--- config.mk ---
export PLATFORM = sky130hd
export DESIGN_NAME = shuffled_lehmer_random_generator
export DESIGN_NICKNAME = d
export VERILOG_FILES = /design/src/design/slrg_pkg.sv /design/src/design/shuffled_lehmer_random_generator.sv /design/src/design/slrg_ram.sv /design/src/design/slrg_front.sv /design/src/design/slrg_queue.sv /design/src/design/slrg_back.sv
export SDC_FILE = /design/constraint.sdc
export NUM_CORES = 2
export LEC_CHECK = 0
export ABC_AREA = 1
export BUFFER_PORTS_ARGS = -buffer_cell sky130_fd_sc_hd__buf_4
export CAP_MARGIN = 20
export CELL_PAD_IN_SITES_DETAIL_PLACEMENT = 1
export CELL_PAD_IN_SITES_GLOBAL_PLACEMENT = 1
export CORE_AREA = 2 2 517 468
export CTS_CLUSTER_SIZE = 14
export DETAILED_ROUTE_END_ITERATION = 8
export DIE_AREA = 0 0 519 470
export GPL_TIMING_DRIVEN = 0
export PLACE_DENSITY = 0.75
export SLEW_MARGIN = 20
export SYNTH_ARGS = -nofsm -noshare
export SYNTH_HDL_FRONTEND = slang
export SYNTH_SLANG_ARGS = --single-unit
--- constraint.sdc ---
create_clock -name clock -period 6.1 [get_ports clock]
set_input_delay 0.915 -clock clock [delete_from_list [all_inputs] [get_ports clock]]
set_output_delay 0.915 -clock clock [all_outputs]
set_load 0.01 [all_outputs]
--- src/design/slrg_pkg.sv ---
// Shared types and constants for the shuffled Lehmer random generator.
// Used by the front end, the item queue and the back-end sequencer.
package slrg_pkg;

   localparam int          DATA_W    = 32;
   localparam int          SPAN_W    = 33;
   localparam int          RAW_W     = 31;
   localparam int          PP_W      = 50;
   localparam int          PROD_W    = 64;
   localparam logic [30:0] LCG_MOD   = 31'h7FFF_FFFF;
   localparam logic [14:0] LCG_MULT  = 15'd16807;
   localparam int          QUEUE_DEPTH = 2;

   typedef enum logic [0:0] {
      KIND_START,
      KIND_NORMAL
   } kind_type;

   typedef struct packed {
      kind_type                  kind;
      logic signed [DATA_W-1:0]  lo;
      logic signed [SPAN_W-1:0]  span;
   } entry_type;

   typedef enum logic [3:0] {
      BK_IDLE,
      BK_INIT_LOAD,
      BK_INIT_MUL,
      BK_INIT_RED,
      BK_SEL_MUL,
      BK_SEL_FIX,
      BK_READ,
      BK_WRITE,
      BK_SUM,
      BK_OUT
   } back_state_type;

endpackage

--- src/design/shuffled_lehmer_random_generator.sv ---
// Items are handled one at a time; the first item after reset first warms up the
// core and fills the table. The back end takes no new item until it has returned
// to idle, after core step, entry select, table read, table write with split scaling
// multiply, product sum and output, which waits while the response is not taken.
// Reset: synchronous, active high; seed returns to 1, the table is not cleared
// and is filled at start-up before any read.
module shuffled_lehmer_random_generator
   import slrg_pkg::*;
#(
   parameter int TABLE_ENTRIES = 32,
   parameter int EXTRA_WARMUP  = 8
) (
   input  logic        clock,
   input  logic        reset,
   input  logic        req_tvalid,
   output logic        req_tready,
   input  logic [63:0] req_tdata,     // [31:0] low_bound, [63:32] high_bound
   output logic        rsp_tvalid,
   input  logic        rsp_tready,
   output logic [63:0] rsp_tdata,     // [30:0] raw_value, [62:31] scaled_value
   input  logic        csr_psel,
   input  logic        csr_penable,
   input  logic        csr_pwrite,
   input  logic [2:0]  csr_paddr,
   input  logic [31:0] csr_pwdata,
   output logic [31:0] csr_prdata,
   output logic        csr_pready
);

   localparam logic [0:0] SEED_INDEX = 1'b0;

   logic [RAW_W-1:0] seed_ff, seed_in;
   logic             seed_wr;
   logic             push_valid;
   logic             push_ready;
   entry_type        push_entry;
   logic             pop_valid;
   logic             pop_ready;
   entry_type        pop_entry;

   assign csr_pready = 1'b1;
   assign seed_wr    = csr_psel & csr_penable & csr_pwrite & csr_pready
                       & (csr_paddr[2] == SEED_INDEX);
   assign seed_in    = seed_wr ? csr_pwdata[RAW_W-1:0] : seed_ff;
   assign csr_prdata = (csr_paddr[2] == SEED_INDEX) ? {1'b0, seed_ff} : 32'd0;

   always_ff @(posedge clock) begin
      if (reset) begin
         seed_ff <= 31'd1;
      end else begin
         seed_ff <= seed_in;
      end
   end

   slrg_front u_front (
      .clock      (clock),
      .reset      (reset),
      .req_tvalid (req_tvalid),
      .req_tready (req_tready),
      .req_tdata  (req_tdata),
      .push_valid (push_valid),
      .push_ready (push_ready),
      .push_entry (push_entry)
   );

   slrg_queue u_queue (
      .clock      (clock),
      .reset      (reset),
      .push_valid (push_valid),
      .push_ready (push_ready),
      .push_entry (push_entry),
      .pop_valid  (pop_valid),
      .pop_ready  (pop_ready),
      .pop_entry  (pop_entry)
   );

   slrg_back #(
      .TABLE_ENTRIES (TABLE_ENTRIES),
      .EXTRA_WARMUP  (EXTRA_WARMUP)
   ) u_back (
      .clock      (clock),
      .reset      (reset),
      .seed       (seed_ff),
      .pop_valid  (pop_valid),
      .pop_ready  (pop_ready),
      .pop_entry  (pop_entry),
      .rsp_tvalid (rsp_tvalid),
      .rsp_tready (rsp_tready),
      .rsp_tdata  (rsp_tdata)
   );

endmodule

--- src/design/slrg_ram.sv ---
// Generic simple dual-port RAM: one write port, one read port, registered read.
// No dependencies.
module slrg_ram #(
   parameter int WIDTH = 31,
   parameter int DEPTH = 32
) (
   input  logic                     clock,
   input  logic                     wr_en,
   input  logic [$clog2(DEPTH)-1:0] wr_addr,
   input  logic [WIDTH-1:0]         wr_data,
   input  logic                     rd_en,
   input  logic [$clog2(DEPTH)-1:0] rd_addr,
   output logic [WIDTH-1:0]         rd_data
);

   logic [WIDTH-1:0] mem_ff [DEPTH];
   logic [WIDTH-1:0] rd_data_ff;

   always_ff @(posedge clock) begin
      if (wr_en) begin
         mem_ff[wr_addr] <= wr_data;
      end
      if (rd_en) begin
         rd_data_ff <= mem_ff[rd_addr];
      end
   end

   assign rd_data = rd_data_ff;

endmodule

--- src/design/slrg_front.sv ---
// Front end: accepts request items, tags the first one after reset as start-up,
// and forms the interval span. Depends on slrg_pkg.
module slrg_front
   import slrg_pkg::*;
(
   input  logic        clock,
   input  logic        reset,
   input  logic        req_tvalid,
   output logic        req_tready,
   input  logic [63:0] req_tdata,   // [31:0] low_bound, [63:32] high_bound
   output logic        push_valid,
   input  logic        push_ready,
   output entry_type   push_entry
);

   logic                      started_ff;
   logic                      started_in;
   logic signed [DATA_W-1:0]  lo;
   logic signed [DATA_W-1:0]  hi;

   assign lo = req_tdata[31:0];
   assign hi = req_tdata[63:32];

   assign req_tready = push_ready;
   assign push_valid = req_tvalid;

   always_comb begin
      push_entry.kind = started_ff ? KIND_NORMAL : KIND_START;
      push_entry.lo   = lo;
      push_entry.span = {hi[DATA_W-1], hi} - {lo[DATA_W-1], lo};
   end

   assign started_in = started_ff | (req_tvalid & push_ready);

   always_ff @(posedge clock) begin
      if (reset) begin
         started_ff <= 1'b0;
      end else begin
         started_ff <= started_in;
      end
   end

endmodule

--- src/design/slrg_queue.sv ---
// Short item queue between the front end and the back-end sequencer.
// Depends on slrg_pkg.
module slrg_queue
   import slrg_pkg::*;
(
   input  logic      clock,
   input  logic      reset,
   input  logic      push_valid,
   output logic      push_ready,
   input  entry_type push_entry,
   output logic      pop_valid,
   input  logic      pop_ready,
   output entry_type pop_entry
);

   localparam int PTR_W = (QUEUE_DEPTH > 1) ? $clog2(QUEUE_DEPTH) : 1;
   localparam int CNT_W = $clog2(QUEUE_DEPTH + 1);

   entry_type        slot_ff [QUEUE_DEPTH];
   logic [PTR_W-1:0] wr_ptr_ff, wr_ptr_in;
   logic [PTR_W-1:0] rd_ptr_ff, rd_ptr_in;
   logic [CNT_W-1:0] count_ff, count_in;
   logic             do_push;
   logic             do_pop;

   assign push_ready = (count_ff != CNT_W'(QUEUE_DEPTH));
   assign pop_valid  = (count_ff != '0);
   assign pop_entry  = slot_ff[rd_ptr_ff];
   assign do_push    = push_valid & push_ready;
   assign do_pop     = pop_valid & pop_ready;

   always_comb begin
      wr_ptr_in = wr_ptr_ff;
      rd_ptr_in = rd_ptr_ff;
      count_in  = count_ff;
      if (do_push) begin
         wr_ptr_in = (wr_ptr_ff == PTR_W'(QUEUE_DEPTH - 1)) ? '0 : wr_ptr_ff + 1'b1;
      end
      if (do_pop) begin
         rd_ptr_in = (rd_ptr_ff == PTR_W'(QUEUE_DEPTH - 1)) ? '0 : rd_ptr_ff + 1'b1;
      end
      if (do_push && !do_pop) begin
         count_in = count_ff + 1'b1;
      end else if (do_pop && !do_push) begin
         count_in = count_ff - 1'b1;
      end
   end

   always_ff @(posedge clock) begin
      if (reset) begin
         wr_ptr_ff <= '0;
         rd_ptr_ff <= '0;
         count_ff  <= '0;
      end else begin
         wr_ptr_ff <= wr_ptr_in;
         rd_ptr_ff <= rd_ptr_in;
         count_ff  <= count_in;
      end
   end

   always_ff @(posedge clock) begin
      if (do_push) begin
         slot_ff[wr_ptr_ff] <= push_entry;
      end
   end

endmodule

--- src/design/slrg_back.sv ---
// Back-end sequencer: Lehmer core, shuffle table, entry select and scaling.
// Depends on slrg_pkg and slrg_ram.
module slrg_back
   import slrg_pkg::*;
#(
   parameter int TABLE_ENTRIES = 32,
   parameter int EXTRA_WARMUP  = 8
) (
   input  logic             clock,
   input  logic             reset,
   input  logic [RAW_W-1:0] seed,
   input  logic             pop_valid,
   output logic             pop_ready,
   input  entry_type        pop_entry,
   output logic             rsp_tvalid,
   input  logic             rsp_tready,
   output logic [63:0]      rsp_tdata   // [30:0] raw_value, [62:31] scaled_value
);

   localparam int IDX_W   = $clog2(TABLE_ENTRIES);
   localparam int RECIP_W = IDX_W + 2;
   localparam int CNT_W   = $clog2(TABLE_ENTRIES + EXTRA_WARMUP + 1);
   localparam logic [31:0] SEL_DIV =
      32'(32'd1 + (32'(LCG_MOD) - 32'd1) / 32'(TABLE_ENTRIES));
   localparam logic [32:0] TWO_POW_32 = 33'h1_0000_0000;
   localparam logic [RECIP_W-1:0] RECIP = RECIP_W'(TWO_POW_32 / 33'(SEL_DIV));

   back_state_type             state_ff, state_in;
   logic [CNT_W-1:0]           cnt_ff, cnt_in;
   logic [RAW_W-1:0]           gen_ff, gen_in;
   logic [RAW_W-1:0]           last_ff, last_in;
   logic [45:0]                mul_ff, mul_in;
   logic [IDX_W-1:0]           qest_ff, qest_in;
   logic [IDX_W-1:0]           idx_ff, idx_in;
   logic signed [DATA_W-1:0]   lo_ff, lo_in;
   logic signed [SPAN_W-1:0]   span_ff, span_in;
   logic [RAW_W-1:0]           raw_ff, raw_in;
   logic signed [PP_W-1:0]     pp_lo_ff, pp_lo_in;
   logic signed [PP_W-1:0]     pp_hi_ff, pp_hi_in;
   logic signed [PROD_W-1:0]   prod_ff, prod_in;
   logic                       rsp_valid_ff, rsp_valid_in;
   logic [RAW_W-1:0]           rsp_raw_ff, rsp_raw_in;
   logic [DATA_W-1:0]          rsp_scaled_ff, rsp_scaled_in;

   logic [31:0]                red_sum;
   logic [RAW_W-1:0]           red;
   logic [30+RECIP_W:0]        qprod;
   logic [IDX_W:0]             q_next;
   logic [IDX_W+32:0]          thr;
   logic                       hit;
   logic [IDX_W:0]             idx_sum;
   logic                       out_fire;

   logic                       ram_wr_en;
   logic [IDX_W-1:0]           ram_wr_addr;
   logic [RAW_W-1:0]           ram_wr_data;
   logic                       ram_rd_en;
   logic [RAW_W-1:0]           ram_rd_data;

   slrg_ram #(
      .WIDTH (RAW_W),
      .DEPTH (TABLE_ENTRIES)
   ) u_table (
      .clock   (clock),
      .wr_en   (ram_wr_en),
      .wr_addr (ram_wr_addr),
      .wr_data (ram_wr_data),
      .rd_en   (ram_rd_en),
      .rd_addr (idx_ff),
      .rd_data (ram_rd_data)
   );

   // Mersenne reduction of the registered core product
   always_comb begin
      red_sum = {1'b0, mul_ff[30:0]} + 32'(mul_ff[45:31]);
      red     = (red_sum >= 32'(LCG_MOD)) ? 31'(red_sum - 32'(LCG_MOD)) : red_sum[30:0];
   end

   // Entry select: reciprocal estimate, then one-step correction
   always_comb begin
      qprod   = last_ff * RECIP;
      q_next  = {1'b0, qest_ff} + 1'b1;
      thr     = q_next * SEL_DIV;
      hit     = ((IDX_W + 33)'(last_ff) >= thr);
      idx_sum = {1'b0, qest_ff} + (IDX_W + 1)'(hit);
      if (idx_sum >= (IDX_W + 1)'(TABLE_ENTRIES)) begin
         idx_sum = idx_sum - (IDX_W + 1)'(TABLE_ENTRIES);
      end
   end

   assign out_fire = !rsp_valid_ff || rsp_tready;

   always_comb begin
      state_in = state_ff;
      case (state_ff)
         BK_IDLE: begin
            if (pop_valid) begin
               state_in = (pop_entry.kind == KIND_START) ? BK_INIT_LOAD : BK_SEL_MUL;
            end
         end
         BK_INIT_LOAD: state_in = BK_INIT_MUL;
         BK_INIT_MUL:  state_in = BK_INIT_RED;
         BK_INIT_RED:  state_in = (cnt_ff == '0) ? BK_SEL_MUL : BK_INIT_MUL;
         BK_SEL_MUL:   state_in = BK_SEL_FIX;
         BK_SEL_FIX:   state_in = BK_READ;
         BK_READ:      state_in = BK_WRITE;
         BK_WRITE:     state_in = BK_SUM;
         BK_SUM:       state_in = BK_OUT;
         BK_OUT: begin
            if (out_fire) begin
               state_in = BK_IDLE;
            end
         end
         default:      state_in = BK_IDLE;
      endcase
   end

   always_comb begin
      pop_ready     = 1'b0;
      ram_wr_en     = 1'b0;
      ram_wr_addr   = idx_ff;
      ram_wr_data   = gen_ff;
      ram_rd_en     = 1'b0;
      cnt_in        = cnt_ff;
      gen_in        = gen_ff;
      last_in       = last_ff;
      mul_in        = mul_ff;
      qest_in       = qest_ff;
      idx_in        = idx_ff;
      lo_in         = lo_ff;
      span_in       = span_ff;
      raw_in        = raw_ff;
      pp_lo_in      = pp_lo_ff;
      pp_hi_in      = pp_hi_ff;
      prod_in       = prod_ff;
      rsp_raw_in    = rsp_raw_ff;
      rsp_scaled_in = rsp_scaled_ff;
      rsp_valid_in  = rsp_valid_ff & ~rsp_tready;
      case (state_ff)
         BK_IDLE: begin
            pop_ready = 1'b1;
            lo_in     = pop_entry.lo;
            span_in   = pop_entry.span;
         end
         BK_INIT_LOAD: begin
            gen_in = (seed == '0 || seed == LCG_MOD) ? 31'd1 : seed;
            cnt_in = CNT_W'(TABLE_ENTRIES + EXTRA_WARMUP - 1);
         end
         BK_INIT_MUL: begin
            mul_in = gen_ff * LCG_MULT;
         end
         BK_INIT_RED: begin
            gen_in      = red;
            ram_wr_en   = (cnt_ff < CNT_W'(TABLE_ENTRIES));
            ram_wr_addr = cnt_ff[IDX_W-1:0];
            ram_wr_data = red;
            if (cnt_ff == '0) begin
               last_in = red;
            end else begin
               cnt_in = cnt_ff - 1'b1;
            end
         end
         BK_SEL_MUL: begin
            mul_in  = gen_ff * LCG_MULT;
            qest_in = qprod[32 +: IDX_W];
         end
         BK_SEL_FIX: begin
            gen_in = red;
            idx_in = idx_sum[IDX_W-1:0];
         end
         BK_READ: begin
            ram_rd_en = 1'b1;
         end
         BK_WRITE: begin
            ram_wr_en = 1'b1;
            raw_in    = ram_rd_data;
            last_in   = ram_rd_data;
            pp_lo_in  = span_ff * $signed({1'b0, ram_rd_data[15:0]});
            pp_hi_in  = span_ff * $signed({1'b0, ram_rd_data[30:16]});
         end
         BK_SUM: begin
            prod_in = (PROD_W'(pp_hi_ff) <<< 16) + PROD_W'(pp_lo_ff);
         end
         BK_OUT: begin
            if (out_fire) begin
               rsp_valid_in  = 1'b1;
               rsp_raw_in    = raw_ff;
               rsp_scaled_in = lo_ff + prod_ff[62:31];
            end
         end
         default: begin
            pop_ready = 1'b0;
         end
      endcase
   end

   always_ff @(posedge clock) begin
      if (reset) begin
         state_ff     <= BK_IDLE;
         rsp_valid_ff <= 1'b0;
      end else begin
         state_ff     <= state_in;
         rsp_valid_ff <= rsp_valid_in;
      end
   end

   always_ff @(posedge clock) begin
      cnt_ff        <= cnt_in;
      gen_ff        <= gen_in;
      last_ff       <= last_in;
      mul_ff        <= mul_in;
      qest_ff       <= qest_in;
      idx_ff        <= idx_in;
      lo_ff         <= lo_in;
      span_ff       <= span_in;
      raw_ff        <= raw_in;
      pp_lo_ff      <= pp_lo_in;
      pp_hi_ff      <= pp_hi_in;
      prod_ff       <= prod_in;
      rsp_raw_ff    <= rsp_raw_in;
      rsp_scaled_ff <= rsp_scaled_in;
   end

   assign rsp_tvalid = rsp_valid_ff;
   assign rsp_tdata  = {1'b0, rsp_scaled_ff, rsp_raw_ff};

endmodule
==> results.toml <==
[worst_setup_path]
critPathCaptureType = "flop"
cpPeakStageDelay_ns = 0.55
crit_arrival_ns = 6.95
path_buf_inv = 8
cp-start-kind = "flop"
path_max_fanout = 8
critPathSlowestCell = "edfxtp_1"
cp_top_family = "adder cells"
required_ns = 6.59
crit_type = "flop to flop"

[floorplan]
core_sq_um = 239200
ios = 205
die_x_um = 519
initial_utilization_pct = 46.70
die_h_um = 470
rows = 171
die_area_sq_um = 243900

[clock_network]
clk_pin_slew_ns = 0.07
h-tree-depth = 4
numClockSinks = 1593
cts_tree = "done"
cts_buffers = 175
cts_buffer_depth = 4
root_buffer = "clkbuf_16"
clock_latency_ns = 0.85

[yosys]
ys_ff_latch = 1593
async_reset_ff_share_pct = 0
synth_ff_type = "edfxtp_1"
synth_area_sq_um = 111700
syn_area_per_cell_sq_um = 10.03
postSynthCellCount = 11133
yosys_warnings = 0
synth_top_area_share_pct = 41.69
synth_cell_types = 60
synth_edf_count = 1551
synthTopCellsByArea = "edfxtp_1 42%, fa_1 20%, inv_1 7.1%, nand2_1 6.5%, ha_1 6.1%"
synth_seq_area_share_pct = 42.44
synth_area_leader_cell = "edfxtp_1"

[timing]
setup_viol = 34
min_period_over_period_pct = 105.9
period_needed_ns = 6.459
hold_viol = 0
maxSlewHeadroom_pct = 8.826
setup_tns_ns = -4.180
fin_skew_ns = 0.07714
worst_pin_slew_ns = 1.353
setup_ws_ns = -0.3593
rsz0062_at_grt = "true"
slew_viol_final = 0
fmax_mhz = 154.8

[final_layout]
layout.nets = 13636
seq_area_sq_um = 47420
fillers = 26046
fin_cells = 15227
syn2layout_area_growth_pct = 18.10
multi_input_area_sq_um = 58010
drive_gt1_share_pct = 15.36

[route]
detail_route.first_pass.iterations = 6
vias = 88056
wl_per_cell_um = 28.40
post-route-drc-count = 0
wl_um = 432500
drt-initial-drc-count = 8769
ant_nets = 0
vias_per_cell = 5.783

[hold_path]
hold_path.class = "input port to flop"

[status]
violations = "negative setup slack"
status = "finished, violations left"

[place]
dp.cells = 14603
gp_congestion = 0.9695
hpwl_um = 324900
io_buffers = 198

[global_route]
antenna_found_initial = 30
grt_max_degree = 59
grt.overflow.total = 0
grt_pass1_vias = 94311
grt_pass1_wl_um = 625300
grt_util_all_layers_pct = 34.81

[run]
maxCapViolCount = 0
per-stage QoR:
stage | worst slack, ns | hold slack, ns | instance area, sq um | util [%]
floorplan | 0.1554 | 0.4003 | 111700 | -
global placement | -2.546 | 0.4054 | 117200 | 49.00
detailed placement | -2.605 | 0.4068 | 119000 | 49.76
CTS | -0.2203 | 0.2211 | 129100 | 53.97
global route | -0.4023 | 0.2429 | 131900 | 55.15
finish | -0.3593 | 0.2717 | 131900 | 55.15
timing repair:
action | in CTS | in global routing
resized for setup | 860 | 548
gates cloned | 4 | 2
hold buffers | 0 | 0
buffers inserted | 187 | 150
endpoints found under the setup margin | 75 | 69
pin swaps | 137 | 274
layer usage:
| layer | routed length [um] | vias up | GRT usage [%] |
|---|---|---|---|
| li1 | - | 37556 | - |
| met1 | 162800 | 44788 | 43.38 |
| met2 | 198300 | 4433 | 55.53 |
| met3 | 37760 | 1257 | 7.018 |
| met4 | 33480 | 22 | 22.19 |
| met5 | 160 | - | 0 |
final timing paths:
kind | slack (ns) | to | cells after the start | from
max reg2reg | -0.36 | u_back.pp_lo_ff[46] | 25 | u_back.u_table.rd_data[5]
min | 0.27 | u_queue.slot_ff[1][64] | 1 | req_tdata[31]
min reg2reg | 0.42 | u_back.rsp_raw_ff[5] | 0 | u_back.raw_ff[5]
max | -0.36 | u_back.pp_lo_ff[46] | 25 | u_back.u_table.rd_data[5]
layout make-up:
| cell class | instances | share of cell area (%) |
|---|---|---|
| diodes | 8 | 0.01517 |
| plain buffers | 451 | 2.259 |
| clock buffers | 218 | 3.493 |
| clock inverters | 89 | 0.5738 |
| inverters | 2137 | 6.088 |
| multi-input cells | 6923 | 43.97 |
| flip-flops and latches | 1593 | 35.94 |
| well taps | 3200 | 3.035 |
| repair buffers | 608 | 4.626 |
synthesized netlist by cell type (3+ instances only):
master and count:
nand2_1 1940, nand3_1 243, buf_1 41, o31ai_1 8, nor2_2 6, nand4_1 44, a32oi_1 29, and3_1 7
ha_1 549, a21boi_0 3, nand2_2 29, nor4_1 28, nor3_1 36, clkbuf_1 429, o221ai_1 202, nor2_1 986
and2_1 6, a21oi_1 388, xnor2_1 83, inv_2 11, o211ai_1 8, edfxtp_1 1551, o221a_2 3, a21o_1 23
buf_4 3, dfxtp_1 42, inv_1 2123, xor2_1 168, o21ai_0 758, o21a_1 31, a211oi_1 7, fa_1 1092
a221oi_1 6, nand3b_1 10, clkinv_1 3, a31oi_1 73, buf_2 7, o22ai_1 54, o21bai_1 11, mux2_2 65
logic make-up after synthesis:
group	synth area share (%)
multiplexers	0.6642
other	0.006723
AO/OA/AOI/OAI	8.431
AND/OR/NAND/NOR	11.92
flip-flops	42.44
adder cells (fa/ha/maj)	25.72
XOR/XNOR	1.982
buffers and inverters	8.829
placed cells by master (no fill, tap or decap), types with 29 or more instances in the layout:
cell	count
inv_1	1992
nand2_1	1801
edfxtp_1	1551
fa_1	1038
nor2_1	895
o21ai_0	709
buf_4	490
ha_1	484
a21oi_1	291
clkbuf_1	279
nand3_1	234
clkbuf_16	199
o221ai_1	198
xor2_1	156
inv_2	138
nand2_2	127
buf_12	78
xnor2_1	78
nor2_4	70
mux2_2	65
ha_4	61
a21oi_2	58
a31oi_1	57
o22ai_1	54
fa_2	54
clkbuf_4	53
buf_6	51
nand4_1	44
nand2_4	42
dfxtp_1	42
a21oi_4	40
clkinv_1	33
o21a_1	31
clkinv_2	31
clkbuf_2	30
nor3_1	30
a32oi_1	29
registers in the layout, indices dropped and copies added (netlist names), 32 cells and up, named ones only:
name and count:
u_back.u_table.mem_ff 992, u_queue.slot_ff 132, u_back.pp_hi_ff 47, u_back.mul_ff 46, u_back.pp_lo_ff 34, u_back.span_ff 33, u_back.lo_ff 32, u_back.prod_ff 32
u_back.rsp_scaled_ff 32
Power is not shown: default switching activity piles up to over one toggle a cycle in this logic, so the estimate is an artifact.
